### src/logic_formula_syntax_checker_unit_macros.svh
// Assertion helpers shared by the checker RTL.
`ifndef LOGIC_FORMULA_SYNTAX_CHECKER_UNIT_MACROS_SVH
`define LOGIC_FORMULA_SYNTAX_CHECKER_UNIT_MACROS_SVH

// Clocked check, masked while reset is asserted.
`define LFSC_ASSERT(lbl, clk, rst_n, prop, msg) \
	lbl: assert property (@(posedge clk) disable iff (!rst_n) (prop)) else $error(msg);

// Clocked check that also holds during reset.
`define LFSC_ASSERT_ALWAYS(lbl, clk, prop, msg) \
	lbl: assert property (@(posedge clk) (prop)) else $error(msg);

`endif

### src/lfsc_pkg.sv
package lfsc_pkg;

	localparam int SymbolW = 8;

	// Characters of the formula alphabet
	localparam logic [SymbolW-1:0] CH_LPAREN = 8'h28;
	localparam logic [SymbolW-1:0] CH_RPAREN = 8'h29;
	localparam logic [SymbolW-1:0] CH_BANG   = 8'h21;
	localparam logic [SymbolW-1:0] CH_SLASH  = 8'h2f;
	localparam logic [SymbolW-1:0] CH_BSLASH = 8'h5c;
	localparam logic [SymbolW-1:0] CH_MINUS  = 8'h2d;
	localparam logic [SymbolW-1:0] CH_GT     = 8'h3e;
	localparam logic [SymbolW-1:0] CH_TILDE  = 8'h7e;
	localparam logic [SymbolW-1:0] CH_ZERO   = 8'h30;
	localparam logic [SymbolW-1:0] CH_ONE    = 8'h31;
	localparam logic [SymbolW-1:0] CH_A      = 8'h41;
	localparam logic [SymbolW-1:0] CH_Z      = 8'h5a;

	// Verdict codes
	localparam logic [1:0] VERDICT_READING = 2'd0;
	localparam logic [1:0] VERDICT_CORRECT = 2'd1;
	localparam logic [1:0] VERDICT_ERROR   = 2'd2;

	// Kind of an open parenthesis
	typedef enum logic [1:0] {
		KIND_UNARY      = 2'd0,
		KIND_BIN_FIRST  = 2'd1,
		KIND_BIN_SECOND = 2'd2
	} kind_t;

	typedef enum logic [2:0] {
		MODE_EXPECT_F  = 3'd0,
		MODE_AFTER_LP  = 3'd1,
		MODE_EXPECT_OP = 3'd2,
		MODE_OP_SECOND = 3'd3,
		MODE_EXPECT_RP = 3'd4,
		MODE_DONE      = 3'd5
	} mode_t;

	typedef enum logic [2:0] {
		STK_HOLD,
		STK_PUSH,
		STK_POP,
		STK_SET,
		STK_CLEAR
	} stk_cmd_t;

	// Request from the parser to the frame stack
	typedef struct packed {
		stk_cmd_t cmd;
		kind_t    kind;
	} stk_op_t;

	// Frame stack status seen by the parser
	typedef struct packed {
		logic  empty;
		logic  one;
		logic  full;
		kind_t top;
		kind_t below;
	} stk_stat_t;

	// Parser registers other than the stack
	typedef struct packed {
		mode_t              mode;
		logic [SymbolW-1:0] held;
		logic               err;
	} parse_state_t;

endpackage

### src/lfsc_stack.sv
`include "logic_formula_syntax_checker_unit_macros.svh"

module lfsc_stack
	import lfsc_pkg::*;
#(
	parameter int MAX_DEPTH = 64
) (
	input  logic      clk,
	input  logic      arst_n,
	input  logic      en,
	input  stk_op_t   op,
	output stk_stat_t stat
);

	localparam int DW       = $clog2(MAX_DEPTH + 1);
	localparam int AW       = (MAX_DEPTH > 1) ? $clog2(MAX_DEPTH) : 1;
	localparam int MemDepth = 1 << AW;

	// Top frame lives in a register, frames beneath it in the memory.
	logic [DW-1:0] depth_q;
	kind_t         top_q;
	kind_t         below_q;
	kind_t         mem [MemDepth];

	logic [DW-1:0] depth_nxt;
	logic [DW-1:0] wa_full;
	logic [DW-1:0] ra_full;
	logic [AW-1:0] wa;
	logic [AW-1:0] ra;
	logic          we;
	logic          upd;

	assign upd = en && (op.cmd != STK_HOLD);

	always_comb begin
		depth_nxt = depth_q;
		if (en) begin
			case (op.cmd)
				STK_PUSH:  depth_nxt = depth_q + DW'(1);
				STK_POP:   depth_nxt = depth_q - DW'(1);
				STK_CLEAR: depth_nxt = '0;
				default:   depth_nxt = depth_q;
			endcase
		end
	end

	// Old top spills to the slot just below the new top on a push
	assign we      = en && (op.cmd == STK_PUSH) && (depth_q != '0);
	assign wa_full = depth_q - DW'(1);
	assign wa      = wa_full[AW-1:0];
	// Prefetch the frame that will sit under the top after this cycle
	assign ra_full = depth_nxt - DW'(2);
	assign ra      = ra_full[AW-1:0];

	always_ff @(posedge clk) begin
		if (we) begin
			mem[wa] <= top_q;
		end
		if (we && (wa == ra)) begin
			below_q <= top_q;
		end else begin
			below_q <= mem[ra];
		end
	end

	always_ff @(posedge clk or negedge arst_n) begin
		if (!arst_n) begin
			depth_q <= '0;
			top_q   <= KIND_UNARY;
		end else if (upd) begin
			depth_q <= depth_nxt;
			case (op.cmd)
				STK_PUSH: top_q <= op.kind;
				STK_POP:  top_q <= below_q;
				STK_SET:  top_q <= op.kind;
				default:  top_q <= top_q;
			endcase
		end
	end

	assign stat.empty = (depth_q == '0);
	assign stat.one   = (depth_q == DW'(1));
	assign stat.full  = (depth_q >= DW'(MAX_DEPTH));
	assign stat.top   = top_q;
	assign stat.below = below_q;

	`LFSC_ASSERT_ALWAYS(a_depth_bound, clk, !arst_n || (depth_q <= DW'(MAX_DEPTH)), "stack depth over bound")
	`LFSC_ASSERT(a_no_pop_empty, clk, arst_n, (en && op.cmd == STK_POP) |-> !stat.empty, "pop on empty stack")
	`LFSC_ASSERT(a_no_push_full, clk, arst_n, (en && op.cmd == STK_PUSH) |-> !stat.full, "push on full stack")

endmodule

### src/lfsc_parser.sv
module lfsc_parser
	import lfsc_pkg::*;
(
	input  logic [SymbolW-1:0] symbol,
	input  logic               end_of_text,
	input  parse_state_t       cur,
	input  stk_stat_t          stat,
	output parse_state_t       nxt,
	output stk_op_t            op,
	output logic [1:0]         verdict
);

	// Mode after a subformula closes, given the frame now on top
	function automatic mode_t done_mode(input logic empty, input kind_t top);
		mode_t m;
		if (empty) begin
			m = MODE_DONE;
		end else if (top == KIND_BIN_FIRST) begin
			m = MODE_EXPECT_OP;
		end else begin
			m = MODE_EXPECT_RP;
		end
		return m;
	endfunction

	logic               atom;
	logic [SymbolW-1:0] need;

	assign atom = symbol inside {CH_ZERO, CH_ONE, [CH_A:CH_Z]};

	// Second character that completes a two-character operator
	always_comb begin
		case (cur.held)
			CH_SLASH:  need = CH_BSLASH;
			CH_BSLASH: need = CH_SLASH;
			default:   need = CH_GT;
		endcase
	end

	always_comb begin
		nxt      = cur;
		op.cmd   = STK_HOLD;
		op.kind  = KIND_UNARY;
		verdict  = VERDICT_READING;
		if (end_of_text) begin
			// Final verdict, then rearm
			verdict  = (!cur.err && cur.mode == MODE_DONE) ? VERDICT_CORRECT : VERDICT_ERROR;
			nxt.mode = MODE_EXPECT_F;
			nxt.held = '0;
			nxt.err  = 1'b0;
			op.cmd   = STK_CLEAR;
		end else if (cur.err) begin
			verdict = VERDICT_ERROR;
		end else begin
			nxt.held = symbol;
			case (cur.mode)
				MODE_EXPECT_F, MODE_AFTER_LP: begin
					if (cur.mode == MODE_AFTER_LP && symbol == CH_BANG) begin
						if (stat.empty) begin
							nxt.err = 1'b1;
						end else begin
							op.cmd   = STK_SET;
							op.kind  = KIND_UNARY;
							nxt.mode = MODE_EXPECT_F;
						end
					end else if (atom) begin
						nxt.mode = done_mode(stat.empty, stat.top);
					end else if (symbol == CH_LPAREN) begin
						if (stat.full) begin
							nxt.err = 1'b1;
						end else begin
							op.cmd   = STK_PUSH;
							op.kind  = KIND_BIN_FIRST;
							nxt.mode = MODE_AFTER_LP;
						end
					end else begin
						nxt.err = 1'b1;
					end
				end
				MODE_EXPECT_OP: begin
					if (stat.empty) begin
						nxt.err = 1'b1;
					end else if (symbol == CH_SLASH || symbol == CH_BSLASH
							|| symbol == CH_MINUS) begin
						nxt.mode = MODE_OP_SECOND;
					end else if (symbol == CH_TILDE) begin
						op.cmd   = STK_SET;
						op.kind  = KIND_BIN_SECOND;
						nxt.mode = MODE_EXPECT_F;
					end else begin
						nxt.err = 1'b1;
					end
				end
				MODE_OP_SECOND: begin
					if (stat.empty || symbol != need) begin
						nxt.err = 1'b1;
					end else begin
						op.cmd   = STK_SET;
						op.kind  = KIND_BIN_SECOND;
						nxt.mode = MODE_EXPECT_F;
					end
				end
				MODE_EXPECT_RP: begin
					if (stat.empty || symbol != CH_RPAREN) begin
						nxt.err = 1'b1;
					end else begin
						op.cmd   = STK_POP;
						nxt.mode = done_mode(stat.one, stat.below);
					end
				end
				default: begin
					// Text after a complete formula
					nxt.err = 1'b1;
				end
			endcase
			verdict = nxt.err ? VERDICT_ERROR : VERDICT_READING;
		end
	end

endmodule

### src/logic_formula_syntax_checker_unit.sv
// Channel   Handshake              Payload
// input     in_valid / in_ready    symbol[7:0], end_of_text
// output    out_valid / out_ready  verdict[1:0]
//
// One item per cycle sustained while out_ready holds; each item's verdict is
// registered after acceptance: input register, then parse step into the result register.
// The parse step touches only the stack top register, a prefetched copy of the
// frame below it and the mode registers, so consecutive items never wait on the stack.
// Reset (arst_n low) empties the stack and arms the parser for a new formula;
// there is no clearing pass. A stalled result holds the parse state; the input
// register still takes one more item.
`include "logic_formula_syntax_checker_unit_macros.svh"

module logic_formula_syntax_checker_unit
	import lfsc_pkg::*;
#(
	parameter int MAX_DEPTH = 64
) (
	input  logic               clk,
	input  logic               arst_n,
	input  logic               in_valid,
	output logic               in_ready,
	input  logic [SymbolW-1:0] symbol,
	input  logic               end_of_text,
	output logic               out_valid,
	input  logic               out_ready,
	output logic [1:0]         verdict
);

	logic               valid_s1;
	logic [SymbolW-1:0] symbol_s1;
	logic               eot_s1;
	logic               valid_s2;
	logic [1:0]         verdict_s2;

	parse_state_t cur_q;
	parse_state_t nxt;
	stk_op_t      op;
	stk_stat_t    stat;
	logic [1:0]   verdict_nxt;
	logic         advance;

	assign advance  = valid_s1 && (!valid_s2 || out_ready);
	assign in_ready = !valid_s1 || advance;

	// Input register
	always_ff @(posedge clk or negedge arst_n) begin
		if (!arst_n) begin
			valid_s1 <= 1'b0;
		end else if (in_ready) begin
			valid_s1 <= in_valid;
		end
	end

	always_ff @(posedge clk) begin
		if (in_ready && in_valid) begin
			symbol_s1 <= symbol;
			eot_s1    <= end_of_text;
		end
	end

	lfsc_parser u_parser (
		.symbol      (symbol_s1),
		.end_of_text (eot_s1),
		.cur         (cur_q),
		.stat        (stat),
		.nxt         (nxt),
		.op          (op),
		.verdict     (verdict_nxt)
	);

	lfsc_stack #(
		.MAX_DEPTH (MAX_DEPTH)
	) u_stack (
		.clk    (clk),
		.arst_n (arst_n),
		.en     (advance),
		.op     (op),
		.stat   (stat)
	);

	// Parser state register
	always_ff @(posedge clk or negedge arst_n) begin
		if (!arst_n) begin
			cur_q.mode <= MODE_EXPECT_F;
			cur_q.held <= '0;
			cur_q.err  <= 1'b0;
		end else if (advance) begin
			cur_q <= nxt;
		end
	end

	// Result register
	always_ff @(posedge clk or negedge arst_n) begin
		if (!arst_n) begin
			valid_s2 <= 1'b0;
		end else if (advance) begin
			valid_s2 <= 1'b1;
		end else if (out_ready) begin
			valid_s2 <= 1'b0;
		end
	end

	always_ff @(posedge clk) begin
		if (advance) begin
			verdict_s2 <= verdict_nxt;
		end
	end

	assign out_valid = valid_s2;
	assign verdict   = verdict_s2;

	`LFSC_ASSERT(a_correct_only_at_end, clk, arst_n, (advance && !eot_s1) |=> verdict != VERDICT_CORRECT, "correct verdict on a non-end item")
	`LFSC_ASSERT(a_rearm_after_end, clk, arst_n, (advance && eot_s1) |=> (cur_q.mode == MODE_EXPECT_F && !cur_q.err), "parser not rearmed after end")
	`LFSC_ASSERT(a_error_sticky, clk, arst_n, (advance && !eot_s1 && cur_q.err) |=> (cur_q.err && verdict == VERDICT_ERROR), "error flag dropped before end")
	`LFSC_ASSERT(a_state_held_on_stall, clk, arst_n, !advance |=> $stable(cur_q), "parser state moved without an item")

endmodule
### config.mk
export PLATFORM = sky130hd
export DESIGN_NAME = logic_formula_syntax_checker_unit
export DESIGN_NICKNAME = d
export VERILOG_FILES = /design/src/lfsc_pkg.sv /design/src/lfsc_stack.sv /design/src/lfsc_parser.sv /design/src/logic_formula_syntax_checker_unit.sv
export VERILOG_INCLUDE_DIRS = /design/src /design/src/src
export SDC_FILE = /design/constraint.sdc
export NUM_CORES = 1
export LEC_CHECK = 0
export ABC_CLOCK_PERIOD_IN_PS = 3500
export BUFFER_PORTS_ARGS = -buffer_cell sky130_fd_sc_hd__buf_2
export CORE_MARGIN = 1
export CORE_UTILIZATION = 57
export CTS_BUF_LIST = sky130_fd_sc_hd__clkbuf_16
export CTS_CLUSTER_DIAMETER = 150
export DETAILED_ROUTE_END_ITERATION = 16
export PLACE_DENSITY = 0.8
export SETUP_SLACK_MARGIN = 0.4
export SLEW_MARGIN = 15
export SYNTH_ARGS = -nofsm -noshare
export SYNTH_HDL_FRONTEND = slang
export SYNTH_HIERARCHICAL = 1
export SYNTH_SLANG_ARGS = --single-unit
### constraint.sdc
create_clock -name clk -period 3.5 [get_ports clk]
set_clock_uncertainty 0.15 [all_clocks]
set_input_delay 0.525 -clock clk [delete_from_list [all_inputs] [get_ports clk]]
set_output_delay 0.525 -clock clk [all_outputs]
set_load 0.02 [all_outputs]
==> reports/qor.yml <==
die:
  core.rowCount: 43
  die_x_um: 121
  ios: 17
  initial_core_util: 0.584
  die_h_um: 121
  core_area_sq_um: 13900
  dieArea_sq_um: 14700
final_layout:
  final_cell_mix: "edfxtp_1 (139), buf_4 (72), nor2_4 (47)"
  drive_gt1_frac: 0.415
  synthToLayoutAreaGrowth_pct: 27.3
  diodes: 0
  fin_nets: 697
  fillers: 769
  final_common_cell: "edfxtp_1"
  instances_no_fill: 872
place:
  numPortBuffers: 16
  place_inst: 817
  gp_congestion: 0.832
  dpl.hpwl_mm: 11.4
  post-place-ws_ns: -0.142
global_routing:
  antenna_found_initial: 0
  track_usage: 0.274
  grt_pass1_wl_mm: 29.1
  grt_pass1_vias: 5363
  grt_max_degree: 66
  gr-total-overflow: 0
run_status:
  violations: "negative setup slack"
  outcome: "finished with violations"
logic_synthesis:
  yosys_warnings: 6
  synth_ff_type: "edfxtp_1"
  yosysSeqAreaShare: 0.601
  syn_nets: 601
  syn_area_sq_um: 8100
  synth_edf_count: 139
  syn_inst: 583
  ys_types: 77
  synthArstFlopShare: 0.137
  synth.avg_cell_area_sq_um: 13.9
  ys_ff_latch: 168
pwr:
  cellPowerDensity_nw_per_um2: 487
  p_sw_mw: 1.34
  p_int_mw: 3.68
  p_clk_frac: 0.379
  power_leakage_nw: 3.84
  p_sw_frac: 0.268
  peakVddDrop_mv: 0.248
  combPwrFrac: 0.168
  seq_power_share: 0.453
sta:
  fin_ws_ns: -0.215
  maxSlewHeadroom: 0.465
  worst_slew_pin_slew_ns: 0.800
  rsz0062_at_grt: "yes"
  fin_crit_sh: 1.06
  slew_viol_final: 0
  period_needed_ns: 3.71
  fin_tns_setup_ns: -11.18
  finalHoldViolCount: 0
  setup_viol: 96
  max_clock_freq_ghz: 0.269
route:
  vias: 5448
  drtIter0Drc: 575
  finalWirelength_mm: 19.8
  drc: 0
  ant_nets: 0
  wl_per_cell_um: 22.7
  routed_via_density: 6.25
  firstDrtPassIters: 5
cts:
  ctsHtreeMaxLevel: 4
  path_clk_slew_ns: 0.07
  cts_tree: "built"
  cts_buffers: 17
  cts.path.max_buffers: 2
  clock_latency_ns: 0.43
  cts_root_buffer: "clkbuf_16"
  clkSinkCount: 168
critical_path:
  worstPathCellList: "inv_1, ha_2, and2_4, nor4bb_2, o211ai_1, or3_1, a21oi_2, or3b_4, a21o_4, nor3b_4, buf_6, nand3_4, buf_12, nor2_4"
  critPathTopFamily: "simple AND/OR/NAND/NOR gates"
  startpoint_type: "flop"
  crit_buf_inv: 3
  cp_max_fo: 4
  reg2reg_slack_ns: -0.21
  r2r-end: "u_stack/mem[9][1]"
  worstPathArrival_ns: 3.69
  cp.required_ns: 3.47
  slowest_delay_ns: 0.43
  r2r_start: "u_stack/depth_q[1]"
  worstSetupPathType: "flop to flop"
  cpMaxStageDelayCell: "or3b_4"
  reg2reg_depth: 14
  endpoint_kind: "flop"
min_path:
  holdCritStartpoint: "end_of_text"
  whs_path_depth: 1
  whs_endpoint: "eot_s1"
  hp-class: "input port to flop"
flow_run:
  cap_violations: 0
[power groups by stage]
stage          logic, mW  clock network [mW]  registers, mW
2_1_floorplan      0.504                   0           2.30
3_3_place_gp       0.708                   0           2.31
3_5_place_dp       0.728                   0           2.31
4_1_cts            0.778                1.91           2.27
5_1_grt            0.896                1.99           2.28
6_report           0.842                1.90           2.28
[cell usage after synthesis, drive strengths merged, types with 13 or more instances]
library cell / n / area (sq um)
mux2i: 25 / 250
mux2: 14 / 191
a21oi: 17 / 85.1
nand2: 31 / 141
nor2: 97 / 364
nor3b: 14 / 126
nand3: 13 / 90.1
mux4: 29 / 721
buf: 24 / 160
edfxtp: 139 / 4170
o21ai: 15 / 78.8
dfrtp: 23 / 576
[per-layer routing]
metal	share of wire	vias to the layer above	track usage
met5	0	-	0
met2	0.54	223	0.490
li1	-	2429	-
met4	0.029	0	0.117
met3	0.048	54	0.0432
met1	0.38	2742	0.328
[state kept, by name, indices dropped and copies added (netlist names), named ones only]
signal           flops
u_stack/depth_q      7
u_stack/mem        128
symbol_s1            8
valid_s1             1
u_stack/top_q        2
eot_s1               1
verdict              2
out_valid            1
cur_q               12
[worst max path at each step]
stage | from | endpoint | slack [ns] | cells past startpoint
3_3_place_gp | u_stack/depth_q[2] | flop | -0.05 | 18
4_1_cts | u_stack/depth_q[3] | u_stack/mem[57][1] | 0.004 | 15
5_1_grt | u_stack/depth_q[1] | u_stack/mem[9][0] | -0.30 | 14
6_report | u_stack/depth_q[1] | u_stack/mem[9][1] | -0.21 | 14
3_5_place_dp | u_stack/depth_q[2] | u_stack/mem[2][0] | -0.14 | 15
2_1_floorplan | u_stack/depth_q[2] | u_stack/mem[1][0] | -0.19 | 16
[layout make-up]
cell class                      count  area, sq um  area share
Timing Repair Buffer              108          893      0.0866
Clock buffer                       17          425      0.0412
Clock inverter                     15          176      0.0171
Multi-Input combinational cell    374         3680       0.357
Tap cell                          180          225      0.0218
Sequential cell                   168         4870       0.473
Inverter                           10         37.5     0.00364
[cells by family after synthesis]
kind of cell,Yosys count,synth area share
AO/OA/AOI/OAI,74,0.0633
XOR/XNOR,11,0.0119
adder cells (fa/ha/maj),5,0.00772
buffers and inverters,41,0.0278
flip-flops,168,0.601
multiplexers,68,0.143
AND/OR/NAND/NOR,216,0.145
[through the flow]
| stage | area (sq um) | util | power [mW] | hold slack (ns) |
|---|---|---|---|---|
| 2_1_floorplan | 8230 | - | 2.80 | 0.0794 |
| 3_3_place_gp | 8880 | 0.640 | 3.01 | 0.369 |
| 3_5_place_dp | 8880 | 0.640 | 3.04 | 0.399 |
| 4_1_cts | 9900 | 0.713 | 4.96 | 0.109 |
| 5_1_grt | 10300 | 0.743 | 5.16 | 0.108 |
| 6_report | 10300 | 0.743 | 5.02 | 0.122 |
[what timing repair did]
item | in CTS | in global routing
resized for setup | 77 | 81
endpoints found under the hold margin | 23 | 0
hold buffers | 1 | 0
setup buffers | 11 | 11
setup endpoints to repair | 141 | 141
pin swaps | 10 | 21
gates cloned | 0 | 0
(Power assumes the default switching activity.)
